## config.mk

```make
export PLATFORM = sky130hd
export DESIGN_NAME = touch_button_event_qualifier_unit
export DESIGN_NICKNAME = d
export VERILOG_FILES = /design/src/hw/rtl/tbeq_pkg.sv /design/src/hw/rtl/touch_button_event_qualifier_unit.sv
export SDC_FILE = /design/constraint.sdc
export NUM_CORES = 1
export LEC_CHECK = 0
export BUFFER_PORTS_ARGS = -buffer_cell sky130_fd_sc_hd__clkbuf_2
export CAP_MARGIN = 15
export CELL_PAD_IN_SITES_DETAIL_PLACEMENT = 0
export CELL_PAD_IN_SITES_GLOBAL_PLACEMENT = 2
export CORE_MARGIN = 3
export CORE_UTILIZATION = 36
export DETAILED_ROUTE_END_ITERATION = 16
export PLACE_DENSITY_LB_ADDON = 0.05
export SLEW_MARGIN = 20
export SYNTH_ARGS = -nofsm -noshare
export SYNTH_HDL_FRONTEND = slang
export SYNTH_SLANG_ARGS = --single-unit
```

## constraint.sdc

```tcl
create_clock -name clk -period 4.7 [get_ports clk]
set_clock_uncertainty 0.15 [all_clocks]
set_input_delay 0.705 -clock clk [delete_from_list [all_inputs] [get_ports clk]]
set_output_delay 0.705 -clock clk [all_outputs]
set_load 0.005 [all_outputs]
```

## src/hw/rtl/tbeq_pkg.sv

```systemverilog
// Package for the touch button event qualifier: widths, codes, reset values.
`timescale 1ns / 1ps

package tbeq_pkg;

    localparam int SampleW = 16;
    localparam int TimeW   = 32;
    localparam int CfgW    = 16;
    localparam int CfgIdxW = 2;
    localparam int EvW     = 2;
    localparam int InW     = SampleW + TimeW;   // 48, already whole bytes
    localparam int OutW    = 8;                 // 3 bits of payload, padded

    // event codes
    localparam logic [EvW-1:0] EV_NONE    = 2'd0;
    localparam logic [EvW-1:0] EV_PRESS   = 2'd1;
    localparam logic [EvW-1:0] EV_RELEASE = 2'd2;
    localparam logic [EvW-1:0] EV_HOLD    = 2'd3;

    // configuration register indexes
    localparam logic [CfgIdxW-1:0] REG_THRESHOLD = 2'd0;
    localparam logic [CfgIdxW-1:0] REG_DEBOUNCE  = 2'd1;
    localparam logic [CfgIdxW-1:0] REG_HOLD      = 2'd2;

    // configuration reset values
    localparam logic [CfgW-1:0] THRESHOLD_RST = 16'd0;
    localparam logic [CfgW-1:0] DEBOUNCE_RST  = 16'd50;
    localparam logic [CfgW-1:0] HOLD_RST      = 16'd500;

endpackage

```

## src/hw/rtl/touch_button_event_qualifier_unit.sv

```systemverilog
// Top level of the touch button event qualifier.
`timescale 1ns / 1ps

// Debounced capacitive touch button with press, release and long-press
// (hold) events. Every input transfer carries one raw sample and a ms
// timestamp and yields exactly one output transfer with an event code and
// the debounced touched state. A sample strictly below touch_threshold is
// touched. The raw level must stay unchanged for strictly more than
// debounce_ms before the debounced state follows it (press or release); a
// hold event fires once per press when the touch lasts strictly more than
// hold_ms, and yields to press/release in the same item. Time differences
// wrap modulo 2^32. Throughput is one item per clock unless stalled. Items
// pass input register, then result register. The per-item state update
// (one 16-bit compare and two 32-bit subtract-and-compare paths) sits
// between those two registers, so each item sees the state left by the
// previous one. Configuration registers: index 0 touch_threshold (reset 0),
// 1 debounce_ms (reset 50), 2 hold_ms (reset 500); index 3 is ignored.
// Write them only while no transfer is in flight.
module touch_button_event_qualifier_unit
    import tbeq_pkg::*;
(
    input  logic               clk,
    input  logic               rst_n,
    // input stream
    input  logic               s_tvalid,
    output logic               s_tready,
    input  logic [InW-1:0]     s_tdata,   // [15:0] raw_sample, [47:16] now_ms
    // result stream
    output logic               m_tvalid,
    input  logic               m_tready,
    output logic [OutW-1:0]    m_tdata,   // [1:0] event_code, [2] stable_touched, [7:3] zero
    // configuration write port
    input  logic               cfg_we,
    input  logic [CfgIdxW-1:0] cfg_index,
    input  logic [CfgW-1:0]    cfg_data
);

    // configuration
    logic [CfgW-1:0]    threshold_reg;
    logic [CfgW-1:0]    debounce_reg;
    logic [CfgW-1:0]    hold_reg;

    // input register
    logic               in_valid_reg;
    logic [SampleW-1:0] in_sample_reg;
    logic [TimeW-1:0]   in_now_reg;

    // button state
    logic               prev_raw_reg;
    logic [TimeW-1:0]   change_time_reg;
    logic               deb_level_reg;
    logic [TimeW-1:0]   press_time_reg;
    logic               hold_fired_reg;

    // result register
    logic               out_valid_reg;
    logic [EvW-1:0]     out_ev_reg;
    logic               out_stable_reg;

    // step logic
    logic               advance;
    logic               raw;
    logic               raw_changed;
    logic [TimeW-1:0]   since_change;
    logic [TimeW-1:0]   since_press;
    logic               deb_flip;
    logic               hold_hit;
    logic [EvW-1:0]     ev_next;
    logic               deb_level_next;

    // The result register takes a new item when empty or being drained;
    // the input register refills in the same cycle it hands off.
    assign advance  = in_valid_reg && (!out_valid_reg || m_tready);
    assign s_tready = !in_valid_reg || advance;

    assign m_tvalid = out_valid_reg;
    assign m_tdata  = {{(OutW - EvW - 1){1'b0}}, out_stable_reg, out_ev_reg};

    always_ff @(posedge clk or negedge rst_n)
    begin
        if (!rst_n)
        begin
            threshold_reg <= THRESHOLD_RST;
            debounce_reg  <= DEBOUNCE_RST;
            hold_reg      <= HOLD_RST;
        end
        else if (cfg_we)
        begin
            case (cfg_index)
                REG_THRESHOLD: threshold_reg <= cfg_data;
                REG_DEBOUNCE:  debounce_reg  <= cfg_data;
                REG_HOLD:      hold_reg      <= cfg_data;
                default:       ;
            endcase
        end
    end

    // Input register payload, no reset needed.
    always_ff @(posedge clk)
    begin
        if (s_tvalid && s_tready)
        begin
            in_sample_reg <= s_tdata[SampleW-1:0];
            in_now_reg    <= s_tdata[InW-1:SampleW];
        end
    end

    always_ff @(posedge clk or negedge rst_n)
    begin
        if (!rst_n)
            in_valid_reg <= 1'b0;
        else if (s_tready)
            in_valid_reg <= s_tvalid;
    end

    // A raw change restarts the timer, so the elapsed time is then zero and
    // never exceeds debounce_ms. Likewise a fresh press has zero hold time,
    // so hold can only fire when the debounced level did not move.
    always_comb
    begin
        raw          = in_sample_reg < threshold_reg;
        raw_changed  = raw != prev_raw_reg;
        since_change = in_now_reg - change_time_reg;
        since_press  = in_now_reg - press_time_reg;
        deb_flip     = !raw_changed && (raw != deb_level_reg)
                       && (since_change > {{(TimeW - CfgW){1'b0}}, debounce_reg});
        hold_hit     = !deb_flip && deb_level_reg && !hold_fired_reg
                       && (since_press > {{(TimeW - CfgW){1'b0}}, hold_reg});
        deb_level_next = deb_flip ? raw : deb_level_reg;

        if (hold_hit)
            ev_next = EV_HOLD;
        else if (deb_flip && raw)
            ev_next = EV_PRESS;
        else if (deb_flip)
            ev_next = EV_RELEASE;
        else
            ev_next = EV_NONE;
    end

    always_ff @(posedge clk or negedge rst_n)
    begin
        if (!rst_n)
        begin
            prev_raw_reg    <= 1'b0;
            change_time_reg <= '0;
            deb_level_reg   <= 1'b0;
            press_time_reg  <= '0;
            hold_fired_reg  <= 1'b0;
        end
        else if (advance)
        begin
            prev_raw_reg  <= raw;
            deb_level_reg <= deb_level_next;
            if (raw_changed)
                change_time_reg <= in_now_reg;
            if (deb_flip && raw)
            begin
                press_time_reg <= in_now_reg;
                hold_fired_reg <= 1'b0;
            end
            else if (hold_hit)
                hold_fired_reg <= 1'b1;
        end
    end

    always_ff @(posedge clk)
    begin
        if (advance)
        begin
            out_ev_reg     <= ev_next;
            out_stable_reg <= deb_level_next;
        end
    end

    always_ff @(posedge clk or negedge rst_n)
    begin
        if (!rst_n)
            out_valid_reg <= 1'b0;
        else if (!out_valid_reg || m_tready)
            out_valid_reg <= in_valid_reg;
    end

endmodule

```

* Word level (Yosys, flattened, before mapping)
Index checks and enable logic that the tools add are counted.
W data, S select, Z words.
** Storage, ports and cells
- Register bits :: 168
- Output and inout port bits :: 10
- Logic and storage cells :: 53
** Operators by class
- Magnitude comparators :: 3
- Equal/unequal tests :: 4
- Reduce and logical (&&, ||, !) cells :: 24
- $add $sub $neg :: 2
- Muxes and demuxes :: 5
** Operators with widths (count)
- $gt A32 B16 Y1 :: 2
- $sub A32 B32 Y32 :: 2
- $lt A16 B16 Y1 :: 1
- $reduce_and A2 Y1 :: 6
- $logic_and A1 B1 Y1 :: 8
- $logic_not A1 Y1 :: 5
- $mux W2 :: 2
- $mux W1 :: 3
- $eq A2 B1 Y1 const B :: 1
- $eq A2 B2 Y1 const B :: 1
- $logic_not A2 Y1 :: 1
- $logic_or A1 B1 Y1 :: 2
- $ne A1 B1 Y1 :: 2
- $reduce_bool A2 Y1 :: 1
- $reduce_or A2 Y1 :: 1

* Depth between registers and ports, before layout
- Word-level depth :: 11
- Gate-level depth with buffers :: 21

* Worst setup path after synthesis
No wires, ideal clock.
- Path type :: register to register
- Start :: reg in_now_reg[1]
- End :: reg hold_fired_reg
- Data arrival time :: 4.671 ns
- Period minus slack after synthesis :: 4.951 ns
- Setup slack :: -0.251 ns
- Stages on the path, launching flop included :: 20
- Setup time :: 0.129 ns
- Required time :: 4.421 ns
- Buffers on the path :: 0
- Path through :: edfxtp_1 -> ha_1 -> nor2b_1 -> o2111ai_1 -> a21o_1 -> o221ai_1 -> a31oi_1 -> o21ai_0 -> xor2_1 -> ha_1 -> and4_1 -> and3_1 -> a221oi_1 -> a21boi_0 -> a21oi_1 -> or4b_1 -> or3_1 -> or4_1 -> nor4_2 -> a211oi_1
** Between the ends
- Cells in the longest elaborated chain, start to end :: 9
- Elaborated cells between the ends (all ways) :: 13
- Classes of those cells :: add/sub: 2; order compare: 2; mux: 1; reduce/logical: 8
** Ends and longest elaborated chain
- start, declared :: RTL line touch_button_event_qualifier_unit.sv:46 : logic [TimeW-1:0] in_now_reg;
- start signal, assigned :: RTL line touch_button_event_qualifier_unit.sv:104 : in_now_reg <= s_tdata[InW-1:SampleW];
- $sub A32 B32 Y32 :: RTL line touch_button_event_qualifier_unit.sv:123 : since_change = in_now_reg - change_time_reg;
- $gt A32 B16 Y1 :: RTL line touch_button_event_qualifier_unit.sv:126 : && (since_change > {{(TimeW - CfgW){1'b0}}, debounce_reg});
- $logic_and A1 B1 Y1 :: RTL line touch_button_event_qualifier_unit.sv:126
- $logic_not A1 Y1 :: RTL line touch_button_event_qualifier_unit.sv:127 : hold_hit = !deb_flip && deb_level_reg && !hold_fired_reg
- $logic_and A1 B1 Y1 (2 in a row) :: RTL line touch_button_event_qualifier_unit.sv:127
- $logic_and A1 B1 Y1 :: RTL line touch_button_event_qualifier_unit.sv:128 : && (since_press > {{(TimeW - CfgW){1'b0}}, hold_reg});
- $reduce_bool A2 Y1 (no source line)
- $reduce_and A2 Y1 (no source line)
- end signal, assigned :: RTL line touch_button_event_qualifier_unit.sv:149 : hold_fired_reg <= 1'b0;
- end signal, assigned :: RTL line touch_button_event_qualifier_unit.sv:160 : hold_fired_reg <= 1'b0;
- end signal, assigned :: RTL line touch_button_event_qualifier_unit.sv:163 : hold_fired_reg <= 1'b1;
- end, declared :: RTL line touch_button_event_qualifier_unit.sv:53 : logic hold_fired_reg;
Parallel ways exist; a longest one is shown, timed or not.
A chain may end at the register's enable or synchronous reset.

* Worst setup path in the final report
Ends and elaborated chain as after synthesis.

==> flow_metrics.env <==
export IMPL_design_die_area_mm2=0.03366
export IMPL_fill_cells=3012
export IMPL_crit_path_end_kind="flip-flop"
export IMPL_cellLeakagePower_nw=6.182
export IMPL_cts_path_max_buffers=2
export IMPL_drt_wirelength_per_cell_um=17.91
export IMPL_tritoncts="yes"
export IMPL_floorplan_rows=64
export IMPL_synth_top_cells_by_count="inv_1 (128), ha_1 (109), dfrtp_1 (108)"
export IMPL_syn_inst=1146
export IMPL_fin_nets=1487
export IMPL_cts_max_level=4
export IMPL_gpl_final_weighted_congestion=0.8078
export IMPL_io_pins=81
export IMPL_postLayoutCoreUtil_pct=44.72
export IMPL_ys_warnings_count=0
export IMPL_root_buffer="clkbuf_16"
export IMPL_clk_latency_ps=450
export IMPL_power_per_cell_area_mw_per_mm2=666.1
export IMPL_areaGrowthSynthToFinish_pct=21.58
export IMPL_initial_core_util_pct=36.78
export IMPL_timing_critical_path_from_type="flip-flop"
export IMPL_cts_num_sinks=168
export IMPL_timing_max_transition_violations_final=0
export IMPL_detail_route_drc_violations=0
export IMPL_final_hold_worst_slack_ps=204.3
export IMPL_post_place_cells=1671
export IMPL_synth_largest_area_cell="dfrtp_1"
export IMPL_grt_ovfl_total=0
export IMPL_tightestPinTransition_ps=890.7
export IMPL_drt_first_iter_violations=430
export IMPL_synth_enable_flop_cells=51
export IMPL_placeableCoreArea_mm2=0.03083
export IMPL_critical_path_class="reg2reg"
export IMPL_timing_slew_headroom_pct=40.44
export IMPL_totalWireLength_mm=30.70
export IMPL_grt_pass1_wl_mm=48.80
export IMPL_grt_max_degree=64
export IMPL_placedInstanceArea_mm2=0.01285
export IMPL_setup_viol=36
export IMPL_synth_seq_area_share_pct=39.42
export IMPL_post_route_period_util_pct=105.0
export IMPL_maximum_clock_rate_mhz=202.6
export IMPL_synth_top_cells_by_area="dfrtp_1 (24%), edfxtp_1 (14%), ha_1 (12%), mux2_2 (7.5%), inv_1 (4.2%)"
export IMPL_layout_cells_sized_above_1_pct=28.07
export IMPL_dominantRegCellSynth="dfrtp_1"
export IMPL_hold_violations=0
export IMPL_cts_reportedPaths_clkPinSlew_ps=80
export IMPL_globalRouteTotalUtil_pct=18.72
export IMPL_place_hpwl_mm=23.95
export IMPL_synth_most_common_cell="inv_1"
export IMPL_failed_checks="negative setup slack"
export IMPL_detailroute_via_count=8823
export IMPL_rsz0062_at_grt="true"
export IMPL_route_detailed_vias_per_inst=5.148
export IMPL_ys_seq_elements=168
export IMPL_critPathRequiredTime_ps=4880
export IMPL_die_width_um=183.5
export IMPL_critPathArrivalTime_ps=5120
export IMPL_mean_cell_area_of_the_mapped_netlist_um2=9.895
export IMPL_port_buffer_count=75
export IMPL_num_antenna_cells=0
export IMPL_finalWorstPathRequiredPeriod_ps=4936
export IMPL_count_of_cell_types_in_the_netlist=76
export IMPL_critical_path_fanouts_max=4
export IMPL_ys_async_sr_fraction_pct=69.64
export IMPL_final_cells=1714
export IMPL_cts_buffers_inserted=17
export IMPL_max_capacitance_violation_count=0
export IMPL_first_global_vias=8861
export IMPL_drt_antenna_violating_nets=0
export IMPL_syn_cell_area_mm2=0.01134
export IMPL_design_area_mm2=0.01379
export IMPL_ir_drop_worst_vdd_mv=0.3336
export IMPL_die_height_um=183.5
export IMPL_path_type_of_the_worst_min_delay_path="in2async"
export IMPL_number_of_optimization_iterations_in_the_first_detailed_route_pass=4
export IMPL_yosysTopAreaCellShare_pct=23.83
export IMPL_finalWorstSetupSlack_ps=-236.4
export IMPL_run_status="finished with violations"
export IMPL_antenna_found_initial=0
export IMPL_fin_total_pwr_w=0.009183
report_power, final:
part	switching, W	total, W	internal, W
logic	0.00301	0.00556	0.00255
registers	0.000229	0.00216	0.00193
clock network	0.000699	0.00146	0.000764
total	0.00394	0.00918	0.00524
cell usage in the layout, fill, tap and decap left out, types with 9 or more instances in the layout:
| cell type | count |
|---|---|
| a21o_1 | 26 |
| a21oi_1 | 81 |
| a31oi_1 | 9 |
| buf_4 | 98 |
| clkbuf_16 | 17 |
| clkbuf_2 | 74 |
| dfrtp_1 | 108 |
| dfstp_2 | 9 |
| edfxtp_1 | 51 |
| ha_1 | 103 |
| inv_1 | 127 |
| mux2_1 | 12 |
| mux2_2 | 76 |
| mux2i_1 | 10 |
| nand2_1 | 88 |
| nand2b_1 | 13 |
| nand3_1 | 17 |
| nand4_1 | 25 |
| nor2_1 | 41 |
| nor3_1 | 14 |
| o211ai_1 | 15 |
| o21a_1 | 16 |
| o21ai_0 | 52 |
| xnor2_1 | 25 |
| xor2_1 | 15 |
stage by stage:
stage / TNS, ps / worst slack [ps]
5_1_grt: -14050 / -486.1
4_1_cts: -7795 / -252.5
3_3_place_gp: -11430 / -429.4
6_report: -5446 / -236.4
3_5_place_dp: -15020 / -496.5
2_1_floorplan: -34.57 / -34.57
kinds of logic (layout without fill, tap and decap cells):
group,count (synthesis),in the layout,share of synthesized area [%]
xor+xnor,40,40,3.090
mux,106,106,10.42
compound gates,283,283,16.45
simple gates,264,264,11.93
fa+ha+maj,111,111,12.38
other cells,1,5,0.03307
flops,168,168,39.42
buf+inv,173,341,6.278
layer usage:
metal	vias up	share of wire, %	global-route usage (%)
met5	-	0	0
met4	0	0.97	4.205
met3	16	2.9	3.126
met2	115	42	27.77
met1	4248	54	28.59
li1	4444	-	-
area by class of cell:
cell class | count | area [um^2] | share of cell area, %
Tap cell | 396 | 495.5 | 3.594
Clock buffer | 17 | 425.4 | 3.086
Inverter | 129 | 484.2 | 3.512
Timing Repair Buffer | 180 | 1239 | 8.984
Clock inverter | 15 | 178.9 | 1.298
Multi-Input combinational cell | 809 | 6494 | 47.10
Sequential cell | 168 | 4471 | 32.43
worst max-delay path, stage by stage, from the launching register on:
cell	delay [ps]
edfxtp_1	450
ha_1	310
nor2b_4	150
o2111ai_2	150
a21o_1	220
o221ai_2	170
a31oi_1	130
o21ai_1	170
xor2_1	250
ha_1	300
and4_1	170
and3_4	170
a221oi_2	220
a21boi_2	210
a21oi_2	90
or4b_1	520
or3_4	340
or4_4	440
nor4_4	150
a211oi_2	70
timing repair:
action | CTS | global route
setup buffers | 7 | 3
gates cloned | 1 | 0
resized for setup | 42 | 10
pin swaps | 34 | 12
setup endpoints to repair | 37 | 37
hold buffers | 0 | 0
worst paths after layout:
path	cells past startpoint	endpoint	slack, ps	from
min in group clk	1	in_sample_reg[13]$_DFFE_PP_	270	s_tdata[13]
setup / recovery	19	hold_fired_reg$_DFFE_PN0P_	-240	in_now_reg[1]$_DFFE_PP_
hold reg to reg	1	press_time_reg[15]$_DFFE_PN0P_	340	press_time_reg[15]$_DFFE_PN0P_
max in group asynchronous	2	press_time_reg[24]$_DFFE_PN0P_	3270	rst_n
hold / removal	1	press_time_reg[4]$_DFFE_PN0P_	200	rst_n
setup reg to reg	19	hold_fired_reg$_DFFE_PN0P_	-240	in_now_reg[1]$_DFFE_PP_
Power figures use the tool's default switching activity.
